--- src/sdspi_pkg.sv ---
`default_nettype none

package sdspi_pkg;

    localparam int OP_W     = 2;
    localparam int BLOCK_W  = 23;
    localparam int BYTE_W   = 8;
    localparam int STATUS_W = 3;
    localparam int CNT_W    = 10;

    // Request operation codes.
    localparam logic [OP_W-1:0] OP_START_INIT = 2'd0;
    localparam logic [OP_W-1:0] OP_START_READ = 2'd1;
    localparam logic [OP_W-1:0] OP_RX_BYTE    = 2'd2;

    // Completion status codes.
    localparam logic [STATUS_W-1:0] ST_OK          = 3'd0;
    localparam logic [STATUS_W-1:0] ST_NO_RESPONSE = 3'd1;
    localparam logic [STATUS_W-1:0] ST_BAD_REPLY   = 3'd2;
    localparam logic [STATUS_W-1:0] ST_NOT_INIT    = 3'd3;
    localparam logic [STATUS_W-1:0] ST_BUSY        = 3'd4;

    localparam logic [BYTE_W-1:0] CMD0_CODE   = 8'h40;
    localparam logic [BYTE_W-1:0] CMD17_CODE  = 8'h51;
    localparam logic [BYTE_W-1:0] CMD_TRAILER = 8'h95;
    localparam logic [BYTE_W-1:0] IDLE_BYTE   = 8'hFF;
    localparam logic [BYTE_W-1:0] START_TOKEN = 8'hFE;
    localparam logic [BYTE_W-1:0] R1_IDLE     = 8'h01;

    localparam int BLOCK_BYTES = 512;
    localparam int FRAME_BYTES = 6;

endpackage

`default_nettype wire

--- src/sdspi_if.sv ---
`default_nettype none

interface sdspi_req_if;
    import sdspi_pkg::*;

    logic                valid;
    logic                ready;
    logic [OP_W-1:0]     operation;
    logic [BLOCK_W-1:0]  block_number;
    logic [BYTE_W-1:0]   rx_byte;

    modport source (output valid, output operation, output block_number, output rx_byte,
                    input ready);
    modport sink   (input valid, input operation, input block_number, input rx_byte,
                    output ready);
endinterface

interface sdspi_res_if;
    import sdspi_pkg::*;

    logic                valid;
    logic                ready;
    logic                tx_valid;
    logic [BYTE_W-1:0]   tx_byte;
    logic                select_active;
    logic                data_valid;
    logic [BYTE_W-1:0]   data_byte;
    logic                last_data;
    logic                done_res;
    logic [STATUS_W-1:0] status;
    logic                is_initialized;

    modport source (output valid, output tx_valid, output tx_byte, output select_active,
                    output data_valid, output data_byte, output last_data,
                    output done_res, output status, output is_initialized,
                    input ready);
    modport sink   (input valid, input tx_valid, input tx_byte, input select_active,
                    input data_valid, input data_byte, input last_data,
                    input done_res, input status, input is_initialized,
                    output ready);
endinterface

`default_nettype wire

--- src/sd_spi_init_and_block_read_unit.sv ---
`default_nettype none

// SPI-mode host sequencer for an SD card: power-up init (CMD0) and single
// block read (CMD17). Every request (start init, start read, or a byte received
// in the last SPI exchange) yields exactly one result, which asks for the next
// exchange (tx_valid, tx_byte), gives the chip-select level, and carries block
// data bytes and the final status. The block takes one request per clock cycle:
// the whole step is computed in one pass and lands in a single result
// register, which is refilled in the same cycle it is taken, so the rate is
// set only by how fast the result side drains. A request waits only while an
// untaken result sits in that register.
module sd_spi_init_and_block_read_unit #(
    parameter int RESPONSE_TRIES = 8,
    parameter int WAKE_BYTES     = 10
) (
    input  wire         i_clk,
    input  wire         i_rst_n,
    sdspi_req_if.sink   i_req,
    sdspi_res_if.source o_res
);
    import sdspi_pkg::*;

    typedef enum logic [2:0] {
        PH_IDLE, PH_WAKE, PH_CMD, PH_RESP, PH_TOKEN, PH_DATA, PH_CRC
    } t_phase;

    typedef struct packed {
        logic                tx_valid;
        logic [BYTE_W-1:0]   tx_byte;
        logic                select_active;
        logic                data_valid;
        logic [BYTE_W-1:0]   data_byte;
        logic                last_data;
        logic                done_res;
        logic [STATUS_W-1:0] status;
        logic                is_initialized;
    } t_result;

    localparam logic [CNT_W-1:0] WAKE_LIMIT  = CNT_W'(WAKE_BYTES);
    localparam logic [CNT_W-1:0] TRY_LIMIT   = CNT_W'(RESPONSE_TRIES);
    localparam logic [CNT_W-1:0] FRAME_LIMIT = CNT_W'(FRAME_BYTES);
    localparam logic [CNT_W-1:0] LAST_DATA   = CNT_W'(BLOCK_BYTES - 1);

    t_phase             r_phase, n_phase;
    logic [CNT_W-1:0]   r_cnt, n_cnt;
    logic [47:0]        r_frame, n_frame;
    logic               r_reading, n_reading;
    logic               r_init, n_init;
    logic               r_out_valid;
    t_result            r_res, n_res;

    logic               accept;
    logic [CNT_W-1:0]   cnt_inc;
    logic [BYTE_W-1:0]  frame_sel;

    assign i_req.ready = !r_out_valid || o_res.ready;
    assign accept      = i_req.valid && i_req.ready;
    assign cnt_inc     = r_cnt + 1'b1;

    // Command byte k of the frame goes out most significant first.
    always_comb begin
        unique case (cnt_inc[2:0])
            3'd1:    frame_sel = r_frame[39:32];
            3'd2:    frame_sel = r_frame[31:24];
            3'd3:    frame_sel = r_frame[23:16];
            3'd4:    frame_sel = r_frame[15:8];
            3'd5:    frame_sel = r_frame[7:0];
            default: frame_sel = r_frame[47:40];
        endcase
    end

    always_comb begin
        n_phase   = r_phase;
        n_cnt     = r_cnt;
        n_frame   = r_frame;
        n_reading = r_reading;
        n_init    = r_init;
        n_res     = '0;

        if (i_req.operation == OP_START_INIT || i_req.operation == OP_START_READ) begin
            if (r_phase != PH_IDLE) begin
                n_res.done_res = 1'b1;
                n_res.status   = ST_BUSY;
            end else if (i_req.operation == OP_START_INIT) begin
                n_init         = 1'b0;
                n_reading      = 1'b0;
                n_phase        = PH_WAKE;
                n_cnt          = '0;
                n_res.tx_valid = 1'b1;
                n_res.tx_byte  = IDLE_BYTE;
            end else if (!r_init) begin
                n_res.done_res = 1'b1;
                n_res.status   = ST_NOT_INIT;
            end else begin
                n_reading      = 1'b1;
                n_frame        = {CMD17_CODE, i_req.block_number, 9'd0, CMD_TRAILER};
                n_phase        = PH_CMD;
                n_cnt          = '0;
                n_res.tx_valid = 1'b1;
                n_res.tx_byte  = CMD17_CODE;
            end
        end else if (i_req.operation == OP_RX_BYTE) begin
            unique case (r_phase)
                PH_WAKE: begin
                    n_res.tx_valid = 1'b1;
                    if (cnt_inc < WAKE_LIMIT) begin
                        n_cnt         = cnt_inc;
                        n_res.tx_byte = IDLE_BYTE;
                    end else begin
                        n_frame       = {CMD0_CODE, 32'd0, CMD_TRAILER};
                        n_phase       = PH_CMD;
                        n_cnt         = '0;
                        n_res.tx_byte = CMD0_CODE;
                    end
                end
                PH_CMD: begin
                    n_res.tx_valid = 1'b1;
                    if (cnt_inc < FRAME_LIMIT) begin
                        n_cnt         = cnt_inc;
                        n_res.tx_byte = frame_sel;
                    end else begin
                        n_phase       = PH_RESP;
                        n_cnt         = '0;
                        n_res.tx_byte = IDLE_BYTE;
                    end
                end
                PH_RESP: begin
                    if (!i_req.rx_byte[7]) begin
                        if (r_reading) begin
                            n_phase        = PH_TOKEN;
                            n_cnt          = '0;
                            n_res.tx_valid = 1'b1;
                            n_res.tx_byte  = IDLE_BYTE;
                        end else begin
                            n_phase        = PH_IDLE;
                            n_cnt          = '0;
                            n_reading      = 1'b0;
                            n_res.done_res = 1'b1;
                            if (i_req.rx_byte == R1_IDLE) begin
                                n_init       = 1'b1;
                                n_res.status = ST_OK;
                            end else begin
                                n_res.status = ST_BAD_REPLY;
                            end
                        end
                    end else if (cnt_inc < TRY_LIMIT) begin
                        n_cnt          = cnt_inc;
                        n_res.tx_valid = 1'b1;
                        n_res.tx_byte  = IDLE_BYTE;
                    end else begin
                        n_phase        = PH_IDLE;
                        n_cnt          = '0;
                        n_reading      = 1'b0;
                        n_res.done_res = 1'b1;
                        n_res.status   = ST_NO_RESPONSE;
                    end
                end
                PH_TOKEN: begin
                    if (i_req.rx_byte == IDLE_BYTE) begin
                        n_res.tx_valid = 1'b1;
                        n_res.tx_byte  = IDLE_BYTE;
                    end else if (i_req.rx_byte == START_TOKEN) begin
                        n_phase        = PH_DATA;
                        n_cnt          = '0;
                        n_res.tx_valid = 1'b1;
                        n_res.tx_byte  = IDLE_BYTE;
                    end else begin
                        n_phase        = PH_IDLE;
                        n_cnt          = '0;
                        n_reading      = 1'b0;
                        n_res.done_res = 1'b1;
                        n_res.status   = ST_BAD_REPLY;
                    end
                end
                PH_DATA: begin
                    n_res.data_valid = 1'b1;
                    n_res.data_byte  = i_req.rx_byte;
                    n_res.tx_valid   = 1'b1;
                    n_res.tx_byte    = IDLE_BYTE;
                    if (r_cnt >= LAST_DATA) begin
                        n_res.last_data = 1'b1;
                        n_phase         = PH_CRC;
                        n_cnt           = '0;
                    end else begin
                        n_cnt = cnt_inc;
                    end
                end
                PH_CRC: begin
                    // Two CRC bytes are clocked in and dropped.
                    if (r_cnt == '0) begin
                        n_cnt          = CNT_W'(1);
                        n_res.tx_valid = 1'b1;
                        n_res.tx_byte  = IDLE_BYTE;
                    end else begin
                        n_phase        = PH_IDLE;
                        n_cnt          = '0;
                        n_reading      = 1'b0;
                        n_res.done_res = 1'b1;
                        n_res.status   = ST_OK;
                    end
                end
                default: begin
                end
            endcase
        end

        n_res.select_active  = (n_phase != PH_IDLE) && (n_phase != PH_WAKE);
        n_res.is_initialized = n_init;
    end

    always_ff @(posedge i_clk) begin
        if (!i_rst_n) begin
            r_phase     <= PH_IDLE;
            r_cnt       <= '0;
            r_frame     <= '0;
            r_reading   <= 1'b0;
            r_init      <= 1'b0;
            r_out_valid <= 1'b0;
        end else begin
            if (accept) begin
                r_phase     <= n_phase;
                r_cnt       <= n_cnt;
                r_frame     <= n_frame;
                r_reading   <= n_reading;
                r_init      <= n_init;
                r_out_valid <= 1'b1;
            end else if (o_res.ready) begin
                r_out_valid <= 1'b0;
            end
        end
    end

    always_ff @(posedge i_clk) begin
        if (accept) begin
            r_res <= n_res;
        end
    end

    assign o_res.valid          = r_out_valid;
    assign o_res.tx_valid       = r_res.tx_valid;
    assign o_res.tx_byte        = r_res.tx_byte;
    assign o_res.select_active  = r_res.select_active;
    assign o_res.data_valid     = r_res.data_valid;
    assign o_res.data_byte      = r_res.data_byte;
    assign o_res.last_data      = r_res.last_data;
    assign o_res.done_res       = r_res.done_res;
    assign o_res.status         = r_res.status;
    assign o_res.is_initialized = r_res.is_initialized;

endmodule

`default_nettype wire

--- src/flat_wrapper.sv ---
// flat-port wrapper written by rule: the top's interface ports become plain ports
module sd_spi_init_and_block_read_unit_flat import sdspi_pkg::*;
#(
    parameter int RESPONSE_TRIES = 8,
    parameter int WAKE_BYTES     = 10
)
  (i_clk, i_rst_n, i_req_valid, i_req_operation, i_req_block_number, i_req_rx_byte, i_req_ready, o_res_valid, o_res_tx_valid, o_res_tx_byte, o_res_select_active, o_res_data_valid, o_res_data_byte, o_res_last_data, o_res_done_res, o_res_status, o_res_is_initialized, o_res_ready);
  sdspi_req_if i_req_i ();
  sdspi_res_if o_res_i ();
  input  wire i_clk;
  input  wire i_rst_n;
  input wire logic [$bits(i_req_i.valid)-1:0] i_req_valid;
  input wire logic [$bits(i_req_i.operation)-1:0] i_req_operation;
  input wire logic [$bits(i_req_i.block_number)-1:0] i_req_block_number;
  input wire logic [$bits(i_req_i.rx_byte)-1:0] i_req_rx_byte;
  output wire logic [$bits(i_req_i.ready)-1:0] i_req_ready;
  output wire logic [$bits(o_res_i.valid)-1:0] o_res_valid;
  output wire logic [$bits(o_res_i.tx_valid)-1:0] o_res_tx_valid;
  output wire logic [$bits(o_res_i.tx_byte)-1:0] o_res_tx_byte;
  output wire logic [$bits(o_res_i.select_active)-1:0] o_res_select_active;
  output wire logic [$bits(o_res_i.data_valid)-1:0] o_res_data_valid;
  output wire logic [$bits(o_res_i.data_byte)-1:0] o_res_data_byte;
  output wire logic [$bits(o_res_i.last_data)-1:0] o_res_last_data;
  output wire logic [$bits(o_res_i.done_res)-1:0] o_res_done_res;
  output wire logic [$bits(o_res_i.status)-1:0] o_res_status;
  output wire logic [$bits(o_res_i.is_initialized)-1:0] o_res_is_initialized;
  input wire logic [$bits(o_res_i.ready)-1:0] o_res_ready;
  assign i_req_i.valid = i_req_valid;
  assign i_req_i.operation = i_req_operation;
  assign i_req_i.block_number = i_req_block_number;
  assign i_req_i.rx_byte = i_req_rx_byte;
  assign i_req_ready = i_req_i.ready;
  assign o_res_valid = o_res_i.valid;
  assign o_res_tx_valid = o_res_i.tx_valid;
  assign o_res_tx_byte = o_res_i.tx_byte;
  assign o_res_select_active = o_res_i.select_active;
  assign o_res_data_valid = o_res_i.data_valid;
  assign o_res_data_byte = o_res_i.data_byte;
  assign o_res_last_data = o_res_i.last_data;
  assign o_res_done_res = o_res_i.done_res;
  assign o_res_status = o_res_i.status;
  assign o_res_is_initialized = o_res_i.is_initialized;
  assign o_res_i.ready = o_res_ready;
  sd_spi_init_and_block_read_unit #(.RESPONSE_TRIES(RESPONSE_TRIES), .WAKE_BYTES(WAKE_BYTES)) u_core (.i_clk(i_clk), .i_rst_n(i_rst_n), .i_req(i_req_i), .o_res(o_res_i));
endmodule
--- config.mk ---
export PLATFORM = sky130hd
export DESIGN_NAME = sd_spi_init_and_block_read_unit_flat
export DESIGN_NICKNAME = d
export VERILOG_FILES = /design/src/sdspi_pkg.sv /design/src/sdspi_if.sv /design/src/sd_spi_init_and_block_read_unit.sv /design/src/flat_wrapper.sv
export SDC_FILE = /design/constraint.sdc
export NUM_CORES = 1
export LEC_CHECK = 0
export ABC_AREA = 1
export ABC_CLOCK_PERIOD_IN_PS = 3900
export BUFFER_PORTS_ARGS = -buffer_cell sky130_fd_sc_hd__buf_4
export CORE_MARGIN = 3
export CORE_UTILIZATION = 28
export CTS_BUF_LIST = sky130_fd_sc_hd__clkbuf_4
export CTS_CLUSTER_DIAMETER = 150
export DETAILED_ROUTE_END_ITERATION = 10
export PLACE_DENSITY = 0.45
export SETUP_SLACK_MARGIN = 0.3
export SLEW_MARGIN = 10
export SYNTH_ARGS = -nofsm -noshare
export SYNTH_HDL_FRONTEND = slang
export SYNTH_SLANG_ARGS = --single-unit
--- constraint.sdc ---
create_clock -name i_clk -period 3.9 [get_ports i_clk]
set_input_delay 0.975 -clock i_clk [delete_from_list [all_inputs] [get_ports i_clk]]
set_output_delay 0.975 -clock i_clk [all_outputs]
set_load 0.05 [all_outputs]
Yosys cells after proc, flatten, opt, wreduce, memory -nomap -nowiden
Cells that the tools add are included.
{"block": "word_totals", "inputBits": 37, "output_inout_bits": 27, "regBits": 89, "wordCells": 154}
{"block": "classes", "eq_ne": 26, "muxes": 87, "order_cmp": 4, "n_reduce_logical": 19, "bitwise": 2, "addsub": 1}
{"op": "two-way mux 48 bit", "n": 7}
{"op": "two-way mux 10 bit", "n": 12}
{"op": "two-way mux 9 bit", "n": 11}
{"op": "case mux 10 bit (6 select lines)", "n": 1}
{"op": "case mux 9 bit (6 select lines)", "n": 1}
{"op": "two-way mux 4 bit", "n": 11}
{"op": "two-way mux 3 bit", "n": 14}
{"op": "case mux 8 bit (5 select lines)", "n": 1}
{"op": "two-way mux 1 bit", "n": 23}
{"op": "less-than comparator 10 x 4 -> 1 bit (second input constant)", "n": 2}
{"op": "case mux 3 bit (6 select lines)", "n": 1}
{"op": "equality test 8 bit (second input constant)", "n": 2}
{"op": "two-way mux 8 bit", "n": 2}
{"op": "equality test 3 bit (second input constant)", "n": 5}
{"op": "equality test 3 x 2 -> 1 bit (second input constant)", "n": 4}
{"op": "!= test 3 x 2 -> 1 bit (second input constant)", "n": 4}
{"op": "case mux 4 bit (3 select lines)", "n": 1}
{"op": "adder 10 x 1 -> 10 bit (second input constant)", "n": 1}
{"op": ">= comparator 10 x 9 -> 1 bit (second input constant)", "n": 1}
{"op": "zero test 10 bit", "n": 1}
{"op": "less-than comparator 10 x 3 -> 1 bit (second input constant)", "n": 1}
{"op": "AND reduction 9 bit", "n": 1}
{"op": "equality test 8 x 1 -> 1 bit (second input constant)", "n": 1}
{"op": "AND reduction 7 bit", "n": 1}
{"op": "other kinds (21)", "n": 30}

Logic depth before layout (Yosys ltp)
Gate-level depths: netlist of run 1.
{"block": "logic_depth", "word_depth": 9, "depth_mapped": 16, "mapped_depth_nobuf": 16}

Worst setup path after synthesis of run 1
Ideal clock, no wire load.
{"block": "synth_path", "path_type": "input-to-reg", "from": "input o_res_ready", "to": "register u_core.r_phase[2]", "arrival_time_ns": 2.542, "path_buffers": 0, "required_ns": 3.782, "stages": 7, "slack_ns": 1.240, "setup_time_ns": 0.118, "path_cell_list": "inv_1 -> nand2_1 -> nand2_1 -> inv_1 -> nand3_1 -> o211ai_1 -> inv_1"}
{"block": "synth_via", "elab_chain_cells": 2}
{"element": "start, declared", "line": "flat_wrapper.sv:27", "source": "input wire logic [$bits(o_res_i.ready)-1:0] o_res_ready;"}
{"element": "logical OR 1 bit", "line": "sd_spi_init_and_block_read_unit.sv:56", "source": "assign i_req.ready = !r_out_valid || o_res.ready;"}
{"element": "named net i_req_ready", "line": "flat_wrapper.sv:16", "source": "output wire logic [$bits(i_req_i.ready)-1:0] i_req_ready;"}
{"element": "logical AND 1 bit", "line": "sd_spi_init_and_block_read_unit.sv:57", "source": "assign accept = i_req.valid && i_req.ready;"}
{"element": "named net u_core.accept", "line": "sd_spi_init_and_block_read_unit.sv:52", "source": "logic accept;"}
{"element": "end signal, assigned", "line": "sd_spi_init_and_block_read_unit.sv:221", "source": "r_phase <= n_phase;"}
{"element": "end, declared", "line": "sd_spi_init_and_block_read_unit.sv:44", "source": "t_phase r_phase, n_phase;"}
The timed path passes the listed nets, and every way through them passes these cells.
A chain may end at the register's enable or synchronous reset.

==> metrics.csv, run 1 <==
metric;value;unit
commonest non-fill, non-tap cells in the layout;nand2_1 (124), buf_4 (66), inv_1 (60), nand3_1 (53), dfxtp_1 (41);
Clk Latency, worst-skew pair;0.45;ns
via/cell ratio;4.70;
Max stage delay on crit path;0.39;ns
number of global-route vias before repair;3575;
Hold Crit Class;register to register;
period utilization;62.9;%
Die X;124;um
WP data arrival;2.66;ns
maxcap violations;0;
clk sink count;66;
Main synth FF type;dfxtp_1;
CP Capture Type;register;
clock root buffer;clkbuf_4;
Syn Inst Count;516;
Clock transition at path regs;0.13;ns
GRT Total Usage;14.6;%
DR pass1 iterations;4;
Top Layer Used;met4;
DP HPWL;8.00;mm
crit path launch type;register;
layout cells sized above 1;25.9;%
CP Class;register to register;
CP max-delay cell;dfxtp_1;
CTS resizes;0;
initial antenna violation count;1;
critical-path maximum fanout;8;
Final Net Count;621;
outcome;completed;
Filler cells;1441;
Placed Area;4500;um2
routed len/inst;13.8;um
total CTS buffers;9;
Vert. Die Dim;124;um
via count;3573;
setup bufs post-CTS;0;
Final Power;1530;uW
Post-CTS Hold Buffers;0;
Slew @ Worst Pin;1.01;ns
final WL;10.5;mm
TNS Setup;0;ns
Total Die Area;15300;um2
endpoints failing setup;0;
Starting Density;29.0;%
Leak;0.00199;uW
worst setup margin;1.45;ns
Fin. Hold Viols;0;
dpl ws;1.12;ns
commonest non-fill, non-tap cell in the layout;nand2_1;
Slew headroom;32.7;%
Yosys reg bits;66;
fin. max-slew vios;0;
GRT overflow;0;
synthesized area;3880;um2
number of rows in the core area;42;
Detail Route Antenna Nets;0;
most used cell, CP;nand2_1;
Worst Skew;0.0208;ns
largest net degree at the start of global routing;40;
placer congestion estimate;0.854;
I/O Pins;64;
count of input and output buffers;63;
finished layout cell area;4630;um2
post-synthesis sequential area ratio;40.5;%
CTS H-tree depth;3;
Critical path buffers and inverters;1;
WL met2;4.77;mm
family with the most delay on the worst path;simple AND/OR/NAND/NOR gates;
EDFF count, synth;25;
worst-path cell chain;ha_1, ha_1, nand2_1, inv_1, a221oi_1, a21oi_1, nor3_1, nand2_1, nand2_1, nand2_1;
asr flop ratio synth;0;%
Iter 0 DRT Violations;144;
Finished Layout Cells;761;
Fmax achieved;407;MHz
Worst VDD drop;0.000115;V
Area Overhead vs Synth;19.3;%
placed cells;744;
Core ar.;13400;um2
Mapped Nets;558;
synth unique cells;40;
metal1 wirelength;5.11;mm
Clock Tree Buf Depth;2;
RSZ-0062 raised after global routing;no;
P per Cell Area;330;nW/um2
Yosys warning count;0;
residual DRC count;0;
Mean Syn Cell Area;7.52;um2
fin crit period;2.45;ns
first-pass GRT wire length;17.3;mm
CTS tree;done;
Met3 Wirelength;517;um
worst endpoint required time;4.11;ns
flip-flops by register name (all words and copies together) (netlist names):
signal	cells
u_core.r_frame	25
u_core.r_cnt	10
u_core.o_res.data_byte	8
u_core.o_res.tx_byte	8
u_core.o_res.status	3
u_core.r_phase	3
u_core.o_res.data_valid	1
u_core.o_res.done_res	1
u_core.o_res.is_initialized	1
u_core.o_res.last_data	1
u_core.o_res.select_active	1
u_core.o_res.tx_valid	1
u_core.o_res.valid	1
u_core.r_init	1
u_core.r_reading	1
per-layer routing:
layer / vias up / global-route usage, %
met4: 0 / 6.30
met3: 4 / 2.82
met1: 1655 / 19.4
met2: 72 / 23.0
met5: - / 0
li1: 1842 / -
worst paths after layout:
check / from / to / slack (ns) / cells after the start
setup / recovery: u_core.r_cnt[0]$_SDFFE_PN0P_ / u_core.o_res.tx_byte[2]$_DFFE_PP_ / 1.45 / 10
hold / removal: u_core.r_frame[39]$_SDFFE_PN0P_ / u_core.r_frame[39]$_SDFFE_PN0P_ / 0.48 / 2
setup reg to reg: u_core.r_cnt[0]$_SDFFE_PN0P_ / u_core.o_res.tx_byte[2]$_DFFE_PP_ / 1.45 / 10
hold reg to reg: u_core.r_frame[39]$_SDFFE_PN0P_ / u_core.r_frame[39]$_SDFFE_PN0P_ / 0.48 / 2
synthesized netlist by cell type (2+ instances only):
| library cell | number | share of area [%] |
|---|---|---|
| nor2_1 | 31 | 3.0 |
| nand3_1 | 53 | 6.8 |
| inv_1 | 60 | 5.8 |
| and2_1 | 3 | 0.48 |
| buf_8 | 2 | 0.77 |
| nand4_1 | 14 | 2.3 |
| nor3_1 | 13 | 1.7 |
| a211oi_1 | 2 | 0.39 |
| o21ai_0 | 17 | 2.2 |
| nor2_2 | 8 | 1.3 |
| edfxtp_1 | 25 | 19 |
| a21oi_1 | 27 | 3.5 |
| dfxtp_1 | 41 | 21 |
| buf_2 | 3 | 0.39 |
| nand2_2 | 24 | 3.9 |
| inv_2 | 5 | 0.48 |
| nand3_2 | 4 | 1.0 |
| a221oi_1 | 2 | 0.45 |
| clkinv_1 | 2 | 0.19 |
| nor2_4 | 3 | 0.87 |
| nor4_1 | 5 | 0.81 |
| or2_2 | 2 | 0.32 |
| clkbuf_1 | 3 | 0.29 |
| ha_1 | 5 | 1.6 |
| buf_4 | 5 | 0.97 |
| a21oi_2 | 20 | 4.5 |
| nand2_1 | 124 | 12 |
cells by family (layout without fill, tap and decap cells):
logic type	Yosys count	count (layout)	synth area share (%)
AND/OR/NAND/NOR	287	287	35.6
buffers and inverters	81	149	9.12
AO/OA/AOI/OAI	76	76	13.0
flip-flops	66	66	40.5
adder cells (fa/ha/maj)	5	5	1.61
XOR/XNOR	1	1	0.226
other	0	1	0
worst min-delay path, cell delays in order, from the launching register on:
cell and delay, ns:
dfxtp_1 0.34, nand2_2 0.07, a21oi_2 0.04
power by group:
| group | leakage, uW | internal (uW) | switching [uW] | total, uW |
|---|---|---|---|---|
| logic | 0.00133 | 93.4 | 204 | 298 |
| clock network | 0.0000807 | 195 | 269 | 463 |
| registers | 0.000584 | 749 | 16.9 | 766 |
final cells by class:
class,count,area (um2),share of cell area [%]
Antenna cell,1,2.50,0.0540
Clock buffer,9,67.6,1.46
Clock inverter,7,67.6,1.46
Inverter,67,251,5.43
Multi-Input combinational cell,369,1960,42.2
Sequential cell,66,1570,33.9
Tap cell,176,220,4.75
Timing Repair Buffer,66,495,10.7
stage by stage:
step	hold WS [ns]	utilization, %
floorplan	0.441	-
detailed placement	0.459	33.5
global placement	0.455	33.5
global route	0.495	34.6
finish	0.478	34.6
CTS	0.480	34.6
No activity file was read; power rests on OpenSTA's default activity.
==> run 2, diff against run 1 <==
Settings changed: ABC_CLOCK_PERIOD_IN_PS 3900 to 2450.
Clock period 3.9 ns to 2.45 ns, I/O delays scaled along.
==> run 2 against run 1 <==
  * Sequential share of layout area decreased by 2.6 points
  * Sequential cell count unchanged
  * Cell count is 2.5% higher
  * Cell area grew 9.1%
  * Largest cell class unchanged
==> metrics.csv, run 2 (synthesis results as in run 1) <==
metric;value;unit
commonest non-fill, non-tap cell in the layout;nand2_1;
Slew @ Worst Pin;0.783;ns
period utilization;83.4;%
outcome;completed;
layout cells sized above 1;33.7;%
Clock transition at path regs;0.12;ns
worst-path cell chain;ha_4, ha_4, nand2_2, inv_2, a221oi_2, nand2_1, o21ai_1, nand2_1, o21ai_0, nand2_1;
fin crit period;2.04;ns
number of global-route vias before repair;3446;
clock root buffer;clkbuf_4;
fin. max-slew vios;0;
Seq pwr share;45.1;%
Area Overhead vs Synth;30.2;%
largest register by flop count;u_core.r_frame;
worst setup margin;0.406;ns
via/cell ratio;4.71;
sw frac;29.3;%
Starting Density;29.0;%
GRT Total Usage;14.8;%
Max stage delay on crit path;0.38;ns
internal power;1900;uW
residual DRC count;0;
Critical path buffers and inverters;1;
Worst VDD drop;0.000178;V
Fin. Hold Viols;0;
Detail Route Antenna Nets;0;
Clock Power Share;35.5;%
clk sink count;66;
CP max-delay cell;dfxtp_4;
WP data arrival;2.24;ns
count of input and output buffers;63;
Clock Tree Buf Depth;2;
Clk Latency, worst-skew pair;0.44;ns
combinational power share;19.4;%
worst endpoint required time;2.65;ns
CTS H-tree depth;3;
DP HPWL;7.97;mm
Iter 0 DRT Violations;305;
DR pass1 iterations;5;
placed cells;754;
CP Capture Type;register;
Final Power;2690;uW
final WL;11.0;mm
P per Cell Area;532;nW/um2
dpl ws;0.0886;ns
RSZ-0062 raised after global routing;yes;
TNS Setup;0;ns
Net Switching;789;uW
I/O Pins;64;
placer congestion estimate;0.863;
initial antenna violation count;1;
commonest non-fill, non-tap cells in the layout;nand2_1 (116), buf_4 (80), inv_1 (53), nand3_1 (52), dfxtp_1 (35);
Post-CTS Hold Buffers;0;
largest net degree at the start of global routing;27;
total CTS buffers;9;
most used cell, CP;nand2_1;
critical-path maximum fanout;8;
Hold Crit Class;input port to register;
Worst Skew;0.0199;ns
max FFs per register;25;
Core ar.;13400;um2
routed len/inst;14.1;um
CP Class;register to register;
Total Die Area;15300;um2
family with the most delay on the worst path;compound AO/OA/AOI/OAI gates;
endpoints failing setup;0;
Final Net Count;640;
number of rows in the core area;42;
Slew headroom;47.4;%
Leak;0.00213;uW
Die X;124;um
Fmax achieved;489;MHz
crit path launch type;register;
maxcap violations;0;
first-pass GRT wire length;17.4;mm
Largest regs;u_core.r_frame: 25 flops, u_core.r_cnt: 10 flops;
finished layout cell area;5050;um2
GRT overflow;0;
Finished Layout Cells;780;
CTS tree;done;
via count;3675;
Vert. Die Dim;124;um
Placed Area;4600;um2
-- run 2: cell types whose count changed in the layout (fill, tap and decap cells not counted), moves of 4 or more --
cell     change
nand2_2      +4
nand2_1      -8
buf_4       +14
inv_2        +6
nand2_4      +4
nor3_1       -4
dfxtp_1      -6
inv_1        -7
dfxtp_2      +4
-- run 2: repair_timing --
| action | CTS | global route |
|---|---|---|
| setup endpoints to repair | 32 | 41 |
| pin swaps | 0 | 10 |
| buffers inserted | 0 | 6 |
| gates resized for setup | 9 | 41 |
| cloned | 1 | 2 |
-- run 2: routing by layer --
layer  global-route usage, %  part of all wire, %
met1                    20.0                   48
met2                    23.6                   45
met3                    3.68                  6.1
met4                    4.15                  1.0
met5                       0                    0
-- run 2: path summary, 6_finish.rpt --
kind                                   startpoint                           endpoint  slack, ns  cells past startpoint
setup reg to reg     u_core.r_cnt[0]$_SDFFE_PN0P_  u_core.o_res.tx_byte[0]$_DFFE_PP_       0.41                     10
hold / removal             i_req_block_number[16]    u_core.r_frame[33]$_SDFFE_PN0P_       0.44                      3
setup / recovery     u_core.r_cnt[0]$_SDFFE_PN0P_  u_core.o_res.tx_byte[0]$_DFFE_PP_       0.41                     10
hold reg to reg   u_core.r_frame[20]$_SDFFE_PN0P_    u_core.r_frame[20]$_SDFFE_PN0P_       0.48                      2
-- run 2: metrics by stage --
stage / hold WS, ns / util, %
3_3_place_gp: 0.451 / 34.3
5_1_grt: 0.407 / 37.7
2_1_floorplan: 0.441 / -
3_5_place_dp: 0.454 / 34.3
6_report: 0.442 / 37.7
4_1_cts: 0.410 / 36.0
-- run 2: area by class of cell --
class	count	area, um2
fillers	1424	8350
clock buffers	11	82.6
inverters	67	258
diodes	1	2.50
repair buffers	82	641
multi-input cells	372	2160
flip-flops and latches	66	1580
clock inverters	5	103
well taps	176	220
-- run 2: power by group through the flow --
stage,Combinational (uW),Sequential [uW],Clock (uW)
after floorplan,219,1350,0
after global placement,499,1240,0
after CTS,510,1210,987
after global routing,569,1220,1040
final,522,1210,955
after detailed placement,499,1240,0
-- run 2: worst min-delay path: stages --
cell and delay (ns):
buf_4 0.11, nand3_1 0.08, a21oi_2 0.05
==> run 3, diff against run 2 <==
Settings changed: ABC_CLOCK_PERIOD_IN_PS 2450 to 1700, PLACE_DENSITY 0.45 to 0.47.
Clock period 2.45 ns to 1.7 ns, I/O delays scaled along.
==> run 3 against run 2 <==
  * Clock skew rose by 0.0070 ns
  * Critical path type unchanged
  * Non-clock buffer count increased by 93
  * Via count grew 9.0%
  * Largest power group unchanged
  * The run now ends with setup timing left
  * Cell count grew 12%
  * Highest routed layer unchanged
  * Die area unchanged
  * Core utilization rose by 9.4 points
  * Sequential share of layout area down 6.1 points
  * Power is 38% higher
  * Global-route usage rose by 1.0 points
==> metrics.csv, run 3 (synthesis results as in run 1) <==
metric;value;unit
Worst VDD drop;0.000266;V
combinational power share;27.5;%
clock root buffer;clkbuf_4;
Vert. Die Dim;124;um
worst-case hold slack;0.205;ns
WP data arrival;2.37;ns
Clock transition at path regs;0.13;ns
period utilization;117;%
Largest regs;u_core.r_frame: 25 flops, u_core.r_cnt: 10 flops;
Slew headroom;73.6;%
count of input and output buffers;63;
fin. max-slew vios;0;
Net Switching;1240;uW
Clk Latency, worst-skew pair;0.47;ns
sw frac;33.5;%
crit path launch type;register;
Worst Skew;0.0270;ns
placed cells;825;
Area Overhead vs Synth;62.5;%
via/cell ratio;4.60;
Final Net Count;731;
Clock Tree Buf Depth;2;
Filler cells;1324;
metal1 wirelength;5.68;mm
largest register by flop count;u_core.r_frame;
most used cell, CP;buf_4;
Die X;124;um
initial antenna violation count;1;
CTS tree;done;
I/O Pins;64;
max FFs per register;25;
fin crit period;1.98;ns
DP HPWL;8.67;mm
Leak;0.00269;uW
Max stage delay on crit path;0.41;ns
via count;4006;
GRT Total Usage;15.8;%
internal power;2470;uW
outcome;finished with violations;
RSZ-0062 raised after global routing;yes;
Iter 0 DRT Violations;212;
clk sink count;66;
routed len/inst;13.7;um
Top Layer Used;met4;
residual DRC count;0;
Fin. Hold Viols;0;
Multi-input gate area;2490;um2
CP Class;register to register;
P per Cell Area;588;nW/um2
Total Die Area;15300;um2
Seq. cell area;1590;um2
Slew @ Worst Pin;0.394;ns
Core ar.;13400;um2
layout cells sized above 1;54.0;%
Finished Layout Cells;871;
CP Capture Type;register;
Detail Route Antenna Nets;0;
family with the most delay on the worst path;buffers and inverters;
placer congestion estimate;0.862;
endpoints failing setup;47;
total CTS buffers;9;
Starting Density;29.0;%
failing checks;setup timing;
worst endpoint required time;2.09;ns
worst-path cell chain;ha_4, nand2_4, inv_4, nand3_1, nand2_1, nand2_2, buf_4, buf_4, buf_4, buf_4, buf_4, nor3_2, nand3_1, a21oi_2;
number of rows in the core area;42;
number of global-route vias before repair;3990;
CP max-delay cell;dfxtp_4;
final WL;11.9;mm
largest net degree at the start of global routing;40;
Seq pwr share;47.5;%
first-pass GRT wire length;18.9;mm
Clock Power Share;25.0;%
worst setup margin;-0.282;ns
GRT overflow;0;
Met3 Wirelength;424;um
CTS H-tree depth;3;
maxcap violations;0;
Fmax achieved;505;MHz
commonest non-fill, non-tap cells in the layout;buf_4 (118), nand2_1 (96), nand3_1 (48), buf_6 (48), inv_1 (46);
R2R Setup Slk;-0.28;ns
Hold Crit Class;input port to register;
commonest non-fill, non-tap cell in the layout;buf_4;
WL met2;5.61;mm
DR pass1 iterations;4;
Critical path buffers and inverters;6;
critical-path maximum fanout;5;
run 3: cell types whose count changed in the layout (fill, tap and decap cells not counted), moves of 10 or more:
cell	previous run	this run
a21oi_1	27	11
a21oi_2	20	36
buf_4	80	118
buf_6	0	48
nand2_1	116	96
nand2_2	28	40
nor2_1	29	15
nor2_4	6	16
run 3: stage by stage:
| step | worst slack, ns | cell area (um2) | power, uW | utilization [%] | setup TNS, ns |
|---|---|---|---|---|---|
| global route | -0.387 | 6310 | 3900 | 47.1 | -15.32 |
| CTS | -0.259 | 5880 | 3680 | 43.9 | -9.39 |
| floorplan | -0.103 | 4020 | 2270 | - | -2.43 |
| global placement | -0.286 | 5290 | 2630 | 39.4 | -7.72 |
| detailed placement | -0.280 | 5290 | 2630 | 39.4 | -8.90 |
| finish | -0.282 | 6310 | 3710 | 47.1 | -9.66 |
run 3: power groups by stage:
stage          registers, uW  logic, uW  clock network [uW]
6_report                1760       1020                 928
2_1_floorplan           1940        333                   0
4_1_cts                 1760        951                 969
3_3_place_gp            1790        842                   0
3_5_place_dp            1790        845                   0
5_1_grt                 1770       1090                1040
run 3: final timing paths:
path | from | end | cells past startpoint
worst max register to register | u_core.r_cnt[0]$_SDFFE_PN0P_ | u_core.r_cnt[8]$_SDFFE_PN0P_ | 14
worst min-delay path | i_rst_n | u_core.r_phase[0]$_SDFFE_PN0P_ | 3
worst max-delay path | u_core.r_cnt[0]$_SDFFE_PN0P_ | u_core.r_cnt[8]$_SDFFE_PN0P_ | 14
worst min register to register | u_core.r_frame[28]$_SDFFE_PN0P_ | u_core.r_frame[28]$_SDFFE_PN0P_ | 2
run 3: cell type report:
cell class,instances,area share (%)
inverter,67,4.44
multi-input combinational,369,39.5
antenna,1,0.0397
clock buffer,10,1.19
timing repair buffer,175,25.5
tap,176,3.49
sequential,66,25.2
clock inverter,6,0.536
timing repair inverter,1,0.0992
run 3: routing by layer:
layer	vias up	global-route usage (%)
li1	2069	-
met1	1850	21.0
met3	16	3.04
met4	0	6.23
met2	71	25.3
met5	-	0
run 3: tightest hold or removal path, delay by kind of cell:
family,cells,cell delay [ns]
buffers and inverters,1,0.12
AO/OA/AOI/OAI,2,0.10
run 3: repair_timing:
action / in CTS / in global routing
setup buffers: 17 / 9
hold buffers: 0 / 0
cloned: 1 / 2
setup endpoints to repair: 91 / 115
resized for setup: 100 / 87
hold endpoints to repair: 0 / 0
pin swaps: 22 / 29
